### config.mk
export PLATFORM = sky130hd
export DESIGN_NAME = pts_reorder_buffer
export DESIGN_NICKNAME = d
export VERILOG_FILES = /design/src/prb_pkg.sv /design/src/prb_mem.sv /design/src/prb_ctrl.sv /design/src/pts_reorder_buffer.sv
export SDC_FILE = /design/constraint.sdc
export NUM_CORES = 1
export LEC_CHECK = 0
export BUFFER_PORTS_ARGS = -buffer_cell sky130_fd_sc_hd__buf_2
export CAP_MARGIN = 0
export CORE_AREA = 3 3 251 253
export CTS_BUF_LIST = sky130_fd_sc_hd__clkbuf_8 sky130_fd_sc_hd__clkbuf_16
export CTS_CLUSTER_DIAMETER = 150
export DETAILED_ROUTE_END_ITERATION = 12
export DIE_AREA = 0 0 254 256
export GPL_ROUTABILITY_DRIVEN = 0
export PLACE_DENSITY_LB_ADDON = 0.05
export REMOVE_ABC_BUFFERS = 1
export SLEW_MARGIN = 20
export SYNTH_ARGS = -nofsm -noshare
export SYNTH_HDL_FRONTEND = slang
export SYNTH_HIERARCHICAL = 1
export SYNTH_SLANG_ARGS = --single-unit
### constraint.sdc
create_clock -name i_clk -period 10.5 [get_ports i_clk]
set_clock_uncertainty 0.15 [all_clocks]
set_input_delay 2.1 -clock i_clk [delete_from_list [all_inputs] [get_ports i_clk]]
set_output_delay 2.1 -clock i_clk [all_outputs]
set_load 0.02 [all_outputs]
### src/prb_pkg.sv
package prb_pkg;

    localparam int P_SLOTS  = 8;
    localparam int TAG_W    = 16;
    localparam int STAMP_W  = 48;
    localparam int DEPTH_W  = 4;
    localparam int ENTRY_W  = STAMP_W + TAG_W;

    localparam logic [DEPTH_W-1:0] DEPTH_AT_RESET = 4'd4;

    typedef enum logic [1:0] {
        CMD_SUBMIT  = 2'd0,
        CMD_DECODED = 2'd1,
        CMD_FLUSH   = 2'd2,
        CMD_RESTART = 2'd3
    } t_cmd;

    typedef enum logic [3:0] {
        S_IDLE,
        S_BYPASS,
        S_POP_RD,
        S_POP_OUT,
        S_INS_START,
        S_INS_CMP,
        S_INS_PUT
    } t_state;

    // why the front entry is being released
    typedef enum logic [1:0] {
        M_FULL,
        M_DEPTH,
        M_DRAIN
    } t_mode;

    typedef struct packed {
        logic               valid;
        logic [TAG_W-1:0]   tag;
        logic [STAMP_W-1:0] stamp;
        logic               last;
    } t_emit;

endpackage

### src/prb_mem.sv
module prb_mem #(
    parameter int SLOTS = prb_pkg::P_SLOTS
) (
    input  logic                             i_clk,
    input  logic                             i_we,
    input  logic [$clog2(SLOTS)-1:0]         i_waddr,
    input  logic [prb_pkg::ENTRY_W-1:0]      i_wdata,
    input  logic                             i_re,
    input  logic [$clog2(SLOTS)-1:0]         i_raddr,
    output logic [prb_pkg::ENTRY_W-1:0]      o_rdata
);
    import prb_pkg::*;

    logic [ENTRY_W-1:0] r_mem [SLOTS];
    logic [ENTRY_W-1:0] r_rdata;

    always_ff @(posedge i_clk) begin
        if (i_we) begin
            r_mem[i_waddr] <= i_wdata;
        end
    end

    always_ff @(posedge i_clk) begin
        if (i_re) begin
            r_rdata <= r_mem[i_raddr];
        end
    end

    assign o_rdata = r_rdata;

endmodule

### src/prb_ctrl.sv
module prb_ctrl #(
    parameter int SLOTS = prb_pkg::P_SLOTS
) (
    input  logic                             i_clk,
    input  logic                             i_rst_n,
    input  logic                             i_valid,
    output logic                             o_stall,
    input  logic [1:0]                       i_command,
    input  logic [prb_pkg::TAG_W-1:0]        i_frame_tag,
    input  logic [prb_pkg::STAMP_W-1:0]      i_presentation_stamp,
    input  logic [prb_pkg::STAMP_W-1:0]      i_decode_stamp,
    input  logic                             i_presentation_valid,
    input  logic                             i_decode_valid,
    input  logic [prb_pkg::DEPTH_W-1:0]      i_depth,
    input  logic                             i_out_ready,
    output prb_pkg::t_emit                   o_emit,
    output logic                             o_mem_we,
    output logic [$clog2(SLOTS)-1:0]         o_mem_waddr,
    output logic [prb_pkg::ENTRY_W-1:0]      o_mem_wdata,
    output logic                             o_mem_re,
    output logic [$clog2(SLOTS)-1:0]         o_mem_raddr,
    input  logic [prb_pkg::ENTRY_W-1:0]      i_mem_rdata
);
    import prb_pkg::*;

    localparam int AW   = $clog2(SLOTS);
    localparam int CW   = $clog2(SLOTS + 1);
    localparam int CMPW = ((CW > DEPTH_W) ? CW : DEPTH_W) + 1;

    t_state              r_state, n_state;
    t_mode               r_mode, n_mode;
    logic [AW-1:0]       r_head, n_head;
    logic [CW-1:0]       r_count, n_count;
    logic [CW-1:0]       r_j, n_j;
    logic                r_reorder_on, n_reorder_on;
    logic [TAG_W-1:0]    r_tag, n_tag;
    logic [STAMP_W-1:0]  r_pts, n_pts;

    logic                accept;
    logic [STAMP_W-1:0]  rd_stamp;
    logic [TAG_W-1:0]    rd_tag;
    logic                over_depth;

    // logical position behind the head to physical slot
    function automatic logic [AW-1:0] phys(input logic [AW-1:0] head, input logic [CW-1:0] j);
        logic [AW:0] s;
        s = (AW+1)'(head) + (AW+1)'(j);
        if (s >= (AW+1)'(SLOTS)) begin
            s = s - (AW+1)'(SLOTS);
        end
        return s[AW-1:0];
    endfunction

    assign accept     = i_valid && (r_state == S_IDLE);
    assign rd_stamp   = i_mem_rdata[ENTRY_W-1:TAG_W];
    assign rd_tag     = i_mem_rdata[TAG_W-1:0];
    assign over_depth = ((CMPW)'(r_count) + (CMPW)'(1)) > (CMPW)'(i_depth);

    always_ff @(posedge i_clk) begin
        if (!i_rst_n) begin
            r_state      <= S_IDLE;
            r_mode       <= M_DRAIN;
            r_head       <= '0;
            r_count      <= '0;
            r_j          <= '0;
            r_reorder_on <= 1'b0;
        end else begin
            r_state      <= n_state;
            r_mode       <= n_mode;
            r_head       <= n_head;
            r_count      <= n_count;
            r_j          <= n_j;
            r_reorder_on <= n_reorder_on;
        end
    end

    always_ff @(posedge i_clk) begin
        r_tag <= n_tag;
        r_pts <= n_pts;
    end

    // next state
    always_comb begin
        n_state      = r_state;
        n_mode       = r_mode;
        n_head       = r_head;
        n_count      = r_count;
        n_j          = r_j;
        n_reorder_on = r_reorder_on;
        n_tag        = r_tag;
        n_pts        = r_pts;
        unique case (r_state)
            S_IDLE: begin
                if (accept) begin
                    n_tag = i_frame_tag;
                    n_pts = i_presentation_stamp;
                    unique case (t_cmd'(i_command)) inside
                        CMD_SUBMIT: begin
                            if (i_presentation_valid && i_decode_valid
                                && (i_presentation_stamp != i_decode_stamp)) begin
                                n_reorder_on = 1'b1;
                            end
                        end
                        CMD_DECODED: begin
                            if (!r_reorder_on) begin
                                n_state = S_BYPASS;
                            end else if (r_count == CW'(SLOTS)) begin
                                n_mode  = M_FULL;
                                n_state = S_POP_RD;
                            end else begin
                                n_mode  = M_DEPTH;
                                n_state = S_INS_START;
                            end
                        end
                        CMD_FLUSH, CMD_RESTART: begin
                            if (t_cmd'(i_command) == CMD_RESTART) begin
                                n_reorder_on = 1'b0;
                            end
                            n_mode  = M_DRAIN;
                            n_state = (r_count == '0) ? S_IDLE : S_POP_RD;
                        end
                        default: n_state = S_IDLE;
                    endcase
                end
            end
            S_BYPASS: begin
                if (i_out_ready) begin
                    n_state = S_IDLE;
                end
            end
            S_POP_RD: begin
                n_state = S_POP_OUT;
            end
            S_POP_OUT: begin
                if (i_out_ready) begin
                    n_head  = (r_head == AW'(SLOTS - 1)) ? '0 : r_head + AW'(1);
                    n_count = r_count - CW'(1);
                    unique case (r_mode)
                        M_FULL:  n_state = S_INS_START;
                        M_DEPTH: n_state = S_IDLE;
                        M_DRAIN: n_state = (r_count == CW'(1)) ? S_IDLE : S_POP_RD;
                        default: n_state = S_IDLE;
                    endcase
                end
            end
            S_INS_START: begin
                n_j     = r_count;
                n_state = (r_count == '0) ? S_INS_PUT : S_INS_CMP;
            end
            S_INS_CMP: begin
                // read data holds the entry just before position j
                if (r_pts < rd_stamp) begin
                    n_j     = r_j - CW'(1);
                    n_state = (r_j == CW'(1)) ? S_INS_PUT : S_INS_CMP;
                end else begin
                    n_state = S_INS_PUT;
                end
            end
            S_INS_PUT: begin
                n_count = r_count + CW'(1);
                if ((r_mode == M_DEPTH) && over_depth) begin
                    n_state = S_POP_RD;
                end else begin
                    n_state = S_IDLE;
                end
            end
            default: n_state = S_IDLE;
        endcase
    end

    // outputs
    always_comb begin
        o_stall     = (r_state != S_IDLE);
        o_mem_we    = 1'b0;
        o_mem_waddr = phys(r_head, r_j);
        o_mem_wdata = {r_pts, r_tag};
        o_mem_re    = 1'b0;
        o_mem_raddr = r_head;
        o_emit      = '{valid: 1'b0, tag: r_tag, stamp: r_pts, last: 1'b1};
        unique case (r_state)
            S_IDLE: ;
            S_BYPASS: begin
                o_emit.valid = 1'b1;
            end
            S_POP_RD: begin
                o_mem_re = 1'b1;
            end
            S_POP_OUT: begin
                o_emit.valid = 1'b1;
                o_emit.tag   = rd_tag;
                o_emit.stamp = rd_stamp;
                o_emit.last  = (r_mode != M_DRAIN) || (r_count == CW'(1));
            end
            S_INS_START: begin
                o_mem_re    = (r_count != '0);
                o_mem_raddr = phys(r_head, r_count - CW'(1));
            end
            S_INS_CMP: begin
                if (r_pts < rd_stamp) begin
                    // shift the older entry one place back, fetch the next one
                    o_mem_we    = 1'b1;
                    o_mem_wdata = i_mem_rdata;
                    o_mem_re    = (r_j != CW'(1));
                    o_mem_raddr = phys(r_head, r_j - CW'(2));
                end
            end
            S_INS_PUT: begin
                o_mem_we = 1'b1;
            end
            default: ;
        endcase
    end

`ifndef SYNTHESIS
    a_count_bound: assert property (@(posedge i_clk) disable iff (!i_rst_n)
        r_count <= CW'(SLOTS))
        else $error("entry count above store size");

    a_off_empty: assert property (@(posedge i_clk) disable iff (!i_rst_n)
        (r_state == S_IDLE && !r_reorder_on) |-> (r_count == '0))
        else $error("entries held while reordering is off");

    a_full_insert: assert property (@(posedge i_clk) disable iff (!i_rst_n)
        (r_state == S_INS_PUT && r_mode == M_FULL) |-> (r_count == CW'(SLOTS - 1)))
        else $error("insert after full release without a free slot");

    a_walk_pos: assert property (@(posedge i_clk) disable iff (!i_rst_n)
        (r_state == S_INS_CMP) |-> (r_j != '0))
        else $error("insert walk past the front");
`endif

endmodule

### src/pts_reorder_buffer.sv
// channel   direction  handshake             payload
// input     in         i_valid / o_stall     i_command, i_frame_tag, i_presentation_stamp,
//                                            i_decode_stamp, i_presentation_valid,
//                                            i_decode_valid
// output    out        o_valid / i_stall     o_out_tag, o_out_stamp, o_last_of_run
// config    in         i_cfg_we              i_cfg_data
//
// one beat at a time: a submit is taken while idle, a pass-through frame goes out through
// the bypass state, a sorted insert of a frame walks back from the last entry held to its place
// (one slot read per cycle from the store memory), and a released entry is read and then output.
// flush and restart release entries one at a time, each read from the registered store memory and then output.
// synchronous active-low reset empties the store; no clearing pass is needed.
// a stall on the output holds the block in its current release until the beat is taken.
module pts_reorder_buffer #(
    parameter int SLOTS = prb_pkg::P_SLOTS
) (
    input  logic                             i_clk,
    input  logic                             i_rst_n,
    input  logic                             i_valid,
    output logic                             o_stall,
    input  logic [1:0]                       i_command,
    input  logic [prb_pkg::TAG_W-1:0]        i_frame_tag,
    input  logic [prb_pkg::STAMP_W-1:0]      i_presentation_stamp,
    input  logic [prb_pkg::STAMP_W-1:0]      i_decode_stamp,
    input  logic                             i_presentation_valid,
    input  logic                             i_decode_valid,
    input  logic                             i_cfg_we,
    input  logic [prb_pkg::DEPTH_W-1:0]      i_cfg_data,
    output logic                             o_valid,
    input  logic                             i_stall,
    output logic [prb_pkg::TAG_W-1:0]        o_out_tag,
    output logic [prb_pkg::STAMP_W-1:0]      o_out_stamp,
    output logic                             o_last_of_run
);
    import prb_pkg::*;

    localparam int AW = $clog2(SLOTS);

    logic [DEPTH_W-1:0]  r_depth;
    logic                r_out_valid;
    logic [TAG_W-1:0]    r_out_tag;
    logic [STAMP_W-1:0]  r_out_stamp;
    logic                r_out_last;

    t_emit               emit;
    logic                out_ready;
    logic                mem_we;
    logic [AW-1:0]       mem_waddr;
    logic [ENTRY_W-1:0]  mem_wdata;
    logic                mem_re;
    logic [AW-1:0]       mem_raddr;
    logic [ENTRY_W-1:0]  mem_rdata;

    always_ff @(posedge i_clk) begin
        if (!i_rst_n) begin
            r_depth <= DEPTH_AT_RESET;
        end else if (i_cfg_we) begin
            r_depth <= i_cfg_data;
        end
    end

    // output register frees up in the same cycle its beat is taken
    assign out_ready = !r_out_valid || !i_stall;

    always_ff @(posedge i_clk) begin
        if (!i_rst_n) begin
            r_out_valid <= 1'b0;
        end else if (out_ready) begin
            r_out_valid <= emit.valid;
        end
    end

    always_ff @(posedge i_clk) begin
        if (out_ready && emit.valid) begin
            r_out_tag   <= emit.tag;
            r_out_stamp <= emit.stamp;
            r_out_last  <= emit.last;
        end
    end

    prb_ctrl #(
        .SLOTS (SLOTS)
    ) u_ctrl (
        .i_clk                (i_clk),
        .i_rst_n              (i_rst_n),
        .i_valid              (i_valid),
        .o_stall              (o_stall),
        .i_command            (i_command),
        .i_frame_tag          (i_frame_tag),
        .i_presentation_stamp (i_presentation_stamp),
        .i_decode_stamp       (i_decode_stamp),
        .i_presentation_valid (i_presentation_valid),
        .i_decode_valid       (i_decode_valid),
        .i_depth              (r_depth),
        .i_out_ready          (out_ready),
        .o_emit               (emit),
        .o_mem_we             (mem_we),
        .o_mem_waddr          (mem_waddr),
        .o_mem_wdata          (mem_wdata),
        .o_mem_re             (mem_re),
        .o_mem_raddr          (mem_raddr),
        .i_mem_rdata          (mem_rdata)
    );

    prb_mem #(
        .SLOTS (SLOTS)
    ) u_mem (
        .i_clk   (i_clk),
        .i_we    (mem_we),
        .i_waddr (mem_waddr),
        .i_wdata (mem_wdata),
        .i_re    (mem_re),
        .i_raddr (mem_raddr),
        .o_rdata (mem_rdata)
    );

    assign o_valid       = r_out_valid;
    assign o_out_tag     = r_out_tag;
    assign o_out_stamp   = r_out_stamp;
    assign o_last_of_run = r_out_last;

endmodule
* Word-level counts from Yosys, hierarchy flattened *
Memories as Yosys holds them, arrays and structs flattened. A register that Yosys moved wholly into a read port is not among the register bits.
Cells that the tools add are included.

word-level totals
  bits in registers = 152
  latch bits = 0
  ROM bits = 0
  memories = 1
  output and inout bits = 67
  input bits = 125
  bits in writable memories = 512

memories
  memory       depth  bits a word  rd ports  clocked after Yosys merged registers in  write ports  line           RTL
  u_mem.r_mem  8      64           1         1                                        1            prb_mem.sv:14  logic [ENTRY_W-1:0] r_mem [SLOTS];

cells by class
  divide/modulo/power cells = 0
  multiply operators = 0
  add/subtract/negate cells = 12
  bitwise logic cells = 0
  reductions and logical operators = 28
  shift-type cells = 0
  eq/ne operators = 26
  mux-type cells = 40
  $lt $le $gt $ge = 5

operators with widths
  kind                                                       number
  2-to-1 mux 64 bit                                          2
  2-to-1 mux 65 bit                                          1
  < comparator 48 bit                                        1
  != test 48 bit                                             1
  2-to-1 mux 4 bit                                           7
  case mux 4 bit (7 select lines)                            1
  case mux 4 bit (2 select lines)                            3
  2-to-1 mux 3 bit                                           6
  adder 3 x 4 -> 4 bit                                       3
  equality test 4 x 1 -> 1 bit (second input constant)       3
  equality test 4 x 3 -> 1 bit (second input constant)       3
  greater-or-equal comparator 4 bit (second input constant)  3
  2-to-1 mux 2 bit                                           6
  case mux 4 bit (3 select lines)                            1
  != test 2 bit (second input constant)                      5
  subtractor 3 x 1 -> 3 bit (second input constant)          3
  equality test 4 x 2 -> 1 bit (second input constant)       2
  logical NOT 4 bit                                          2
  2-to-1 mux 1 bit                                           8
  != test 2 x 1 -> 1 bit (second input constant)             4
  AND reduction 2 bit                                        4
  AND reduction 4 bit                                        2
  nonzero test 2 bit                                         4
  nonzero test 4 bit                                         2
  21 further kinds                                           34

* Longest topological paths before layout *
  depth after elaboration = 6
  depth in mapped cells = 14
  depth with buffers taken out = 11

* Cells and area by module *
The synthesis kept the hierarchy.

modules (own cells, without submodules)
  module              cells an instance  instances  sequential area each (sq um)  area an instance (sq um)
  prb_mem             816                1          17296.6                       21187.8
  prb_ctrl            687                1          2262.2                        6537.5
  pts_reorder_buffer  83                 1          2052.0                        2147.1

* Worst setup path before layout *
Ideal clock, no wire load.

  path kind = reg2reg
  start point = register u_ctrl.r_pts[35]
  end point = memory u_mem/r_mem[0][0] (netlist name) (enable)
  arrival = 6465 ps
  cell stages (with the launch flop) = 13
  period minus slack after synthesis = 7180 ps
  data required time = 9785 ps
  path slack = 3320 ps
  cells stage by stage = edfxtp_1 ha_1 a21oi_1 o21ai_1 a22oi_1 o211ai_1 nor3_2 nand2_1 buf_4 buf_6 nand2_1 nand2b_1 nor3_1

on the way
  word-level cells in the longest chain between the ends = 5

RTL lines
  what                                    line                      RTL
  start, declared                         prb_ctrl.sv:37            logic [STAMP_W-1:0] r_pts, n_pts;
  start signal, assigned                  prb_ctrl.sv:79            r_pts <= n_pts;
  < comparator 48 bit                     prb_ctrl.sv:199           if (r_pts < rd_stamp) begin
  2-to-1 mux 1 bit                        prb_ctrl.sv:199
  case mux 1 bit (2 select lines)         prb_ctrl.sv:180           unique case (r_state)
  via mem_we                              pts_reorder_buffer.sv:47  logic mem_we;
  2-to-1 mux 1 bit                        prb_mem.sv:18             if (i_we) begin
  2-to-1 mux 1 bit (implied by the code)  prb_mem.sv:19             r_mem[i_waddr] <= i_wdata;
  end, declared                           prb_mem.sv:14

The timed path passes the listed nets, and every way through them passes these cells.

* Worst setup path after layout *
  start point = register u_ctrl.r_pts[46]
  end point = register u_mem.r_rdata[10], in the netlist u_mem/o_rdata[10], read port of u_mem.r_mem (data pin)

on the way
  word-level cells in the longest chain between the ends = 3
  elaborated cells between the ends (all ways) = 5
  classes of those cells = 1 x order compare; 4 x mux

RTL lines
  what                             line                      RTL
  < comparator 48 bit              prb_ctrl.sv:199
  2-to-1 mux 3 bit                 prb_ctrl.sv:199
  case mux 3 bit (2 select lines)  prb_ctrl.sv:180
  via mem_raddr[2]                 pts_reorder_buffer.sv:51  logic [AW-1:0] mem_raddr;
  end, declared                    prb_mem.sv:15             logic [ENTRY_W-1:0] r_rdata;

The timed path passes the listed nets, and every way through them passes these cells.
A chain may end at the register's enable or synchronous reset.

==> results.txt <==
----------------------------------------------------
[Outcome]
  Result of the run ... finished clean

[Clocking]
  TritonCTS clock tree ... yes
  Latest clock arrival within the worst-skew pair ... 0.61 ns
  CTS Sinks ... a little over 700
  Setup Buffers After CTS ... 0
  Number of buffers created by CTS ... 77
  Post_cts resized ... 0
  Clock transition at the registers of the reported paths ... 0.06 ns
  Maximum count of clock buffers along a single path ... 3
  Post-CTS Hold Fix Bufs ... 0
  Number of H-tree levels ... 3
  Clock root buffer ... clkbuf_16

[Setup path]
  Arrival time at the worst endpoint ... 5.79 ns
  Count of cells along the worst register-to-register path ... 12
  Category of the critical setup timing path ... register to register
  Startpoint of the most critical register-to-register path ... u_ctrl/r_pts[46]$_DFFE_PP_
  Worst R2R Setup Slack ... 4.92 ns
  Worst Path Required ... 10.71 ns
  Top fanout value on the critical path ... 59
  End of the worst register-to-register path ... u_mem/o_rdata[10]$_DFFE_PP_
  Startpoint class of the critical path ... register
  Critical path endpoint category ... register

[Run]
  Number of violations of the max-capacitance limit ... 0

[Hold path]
  Hold WC Path Type ... register to register
  Hold depth ... 2
  End point of the most critical hold path ... u_ctrl/r_j[1]$_SDFFE_PN0P_
  Launch point of the worst hold path ... u_ctrl/r_j[1]$_SDFFE_PN0P_

[Routing]
  Detailed Route WL ... 70300 um
  Violation count after the first detailed-route iteration ... approximately 1200
  Remaining DRCs ... 0
  Number of vias per cell after detailed routing ... 5.702
  Iteration count of the initial detailed-routing pass ... 5
  Post-detailed-route count of antenna-violating nets ... 0
  Vias after detailed routing ... 15210
  Mean routed wirelength per cell ... 26.36 um

[Timing]
  Transition time of the tightest slew-check pin ... 1.024 ns
  Total count of hold-check failures in the final report ... 0
  Total negative slack for setup checks ... 0 ns
  Headroom to the max-slew limit ... 0.3173
  Max Slew Vio Count ... 0
  Time the final worst path needs with I/O delays and setup ... 5.579 ns
  Final count of negative-setup-slack endpoints ... 0
  Fmax ... 179.2 MHz
  Setup repair after global routing missed its margin ... false
  Share of the cycle needed by the critical path after routing ... 0.5313

[Die]
  I/O pins ... around 190
  Placement Rows ... 91
  Area of the die ... 65020 sq um
  Starting density of the core ... 0.4877
  Floorplan Core Area ... 61260 sq um
  Floorplan die width ... 254 um
  Die Height ... 256 um

[Power]
  Leak pwr ... 11.66 nW
  Worst ir drop on vdd ... 0.1267 mV
  Power Density ... 180.6 nW/um^2
  Total power of the final layout ... 0.006210 W

[GRT]
  Antenna violations before repair ... 1
  Via count of the first global-routing pass ... between 15000 and 20000
  Overall track demand over capacity in global routing ... 0.2209
  Pin count of the biggest net entering global routing ... 119
  GR Overflow Total ... 0
  Global-route wire length before repair ... 104500 um

[Final layout]
  Layout overhead on the synthesized area ... 15.10%
  Storage element area ... 21610 sq um
  Leading cell type in the layout, fill and taps excluded ... edfxtp_1
  Multi-input combinational cell area ... between 7000 and 8000 sq um
  Fillers ... approximately 4700
  Highest-count cells in the layout ignoring fill and taps ... edfxtp_1, buf_2, mux4_2, mux2_2, clkbuf_16
  Nets ... between 2000 and 2500
  Fraction of final layout cells with drive strength greater than 1 ... 0.3042
  N_diodes ... 0

[Logic synthesis]
  Number of distinct library cells after synthesis ... 54
  Count of warnings emitted by yosys ... 6
  Mean instance size in the synthesized netlist ... 18.84 sq um
  Async S/R FF share, synth ... 0
  Sequential share of the synthesized area ... 0.7234
  Number of cells produced by synthesis ... 1586
  Area of the mapped netlist ... 29870 sq um
  Number of enable flip-flop cells after synthesis ... 705
  #FFs+latches synth ... 727
  Most used DFF post-synth ... edfxtp_1

[Placement]
  DP Wirelength ... 41030 um
  Count of buffers from port buffering ... 191

----------------------------------------------------
[cells by family after synthesis]
family / synth area share
flip-flops: 0.7234
multiplexers: 0.1535
AND/OR/NAND/NOR: 0.03041
AO/OA/AOI/OAI: 0.02614
buffers and inverters: 0.02161
adder cells (fa/ha/maj): 0.02731
XOR/XNOR: 0.01759
[report_power, final]
group	leakage (nW)	switching, W	internal [W]
Clock	1.32	0.00110	0.00171
Sequential	6.56	0.0000146	0.00320
Combinational	3.78	0.000114	0.0000616
Total	11.7	0.00123	0.00498
[stage by stage]
| stage | hold WS, ns | utilization | worst slack, ns | cells | cell area (sq um) |
|---|---|---|---|---|---|
| after floorplan | 0.2902 | - | 0.5718 | 1520 | 29470 |
| after global placement | 0.3175 | 0.5178 | 4.954 | 2526 | 31720 |
| after detailed placement | 0.3297 | 0.5178 | 4.913 | 2526 | 31720 |
| after CTS | 0.3382 | 0.5608 | 4.914 | 2666 | 34360 |
| after global routing | 0.3789 | 0.5613 | 4.618 | 2667 | 34380 |
| final | 0.3349 | 0.5613 | 4.921 | 2667 | 34380 |
[layout make-up]
type / count / area share
multi-input cells: 727 / 0.2243
clock buffers: 81 / 0.05895
inverters: 66 / 0.007278
well taps: 790 / 0.02875
clock inverters: 59 / 0.01779
flip-flops and latches: 727 / 0.6285
repair buffers: 217 / 0.03443
[flip-flops by register name (all words and copies together), names as in the netlist, 2 cells and up]
name,cells
u_ctrl/r_j,4
o_out_tag,16
u_ctrl/r_tag,16
u_ctrl/r_count,4
u_mem/o_rdata,64
o_out_stamp,48
r_depth,4
u_mem/r_mem,512
u_ctrl/r_pts,48
u_ctrl/r_state,3
u_ctrl/r_head,3
u_ctrl/r_mode,2
[critical path, cell delays in order, from the launching register on]
cell and delay, ns:
edfxtp_1 0.41, ha_1 0.33, nand4_1 0.27, nor2_1 0.11, and4_1 0.22, and3_1 0.21
a221oi_2 0.77, a31oi_1 0.30, xnor2_2 0.21, buf_4 0.66, buf_4 0.88, mux4_2 0.42
mux2_2 0.27
[worst max path at each step]
stage,slack (ns),depth (start not counted),to,from
finish,4.92,12,u_mem/o_rdata[10]$_DFFE_PP_,u_ctrl/r_pts[46]$_DFFE_PP_
CTS,4.91,12,u_mem/o_rdata[10]$_DFFE_PP_,u_ctrl/r_pts[22]$_DFFE_PP_
global placement,4.95,13,u_mem/o_rdata[37]$_DFFE_PP_,u_mem/o_rdata[38]$_DFFE_PP_
detailed placement,4.91,13,u_mem/o_rdata[4]$_DFFE_PP_,u_mem/o_rdata[21]$_DFFE_PP_
floorplan,0.57,9,u_mem/o_rdata[0]$_DFFE_PP_,u_ctrl/r_pts[30]$_DFFE_PP_
global route,4.62,13,u_mem/o_rdata[2]$_DFFE_PP_,u_mem/o_rdata[62]$_DFFE_PP_
[synthesized netlist by cell type, types with 4 or more instances]
cell,number,area share
buf_4,4,0.0010
o21ai_0,57,0.0095
inv_1,65,0.0082
nand2_1,78,0.0098
nand2b_1,6,0.0013
and3_1,5,0.0010
clkbuf_1,30,0.0038
nor2_1,30,0.0038
a21oi_1,33,0.0055
mux2_2,96,0.036
nand4_1,23,0.0048
mux2i_1,7,0.0023
ha_1,62,0.026
buf_1,9,0.0011
dfxtp_1,22,0.015
mux4_2,128,0.097
buf_6,17,0.0064
nor2b_1,7,0.0015
a21o_1,5,0.0013
a31oi_1,6,0.0013
nor3_1,11,0.0018
mux2_1,49,0.018
xnor2_1,58,0.017
o21a_1,5,0.0013
edfxtp_1,705,0.71
buf_2,6,0.0010
nand3_1,16,0.0027
[metal layers]
layer,track usage,wire (um),up-vias
li1,-,-,6782
met1,0.3159,31110,7925
met2,0.3524,33890,399
met3,0.04176,3651,102
met4,0.05782,1637,0
met5,0,0,-
No activity file was read; power rests on OpenSTA's default activity.
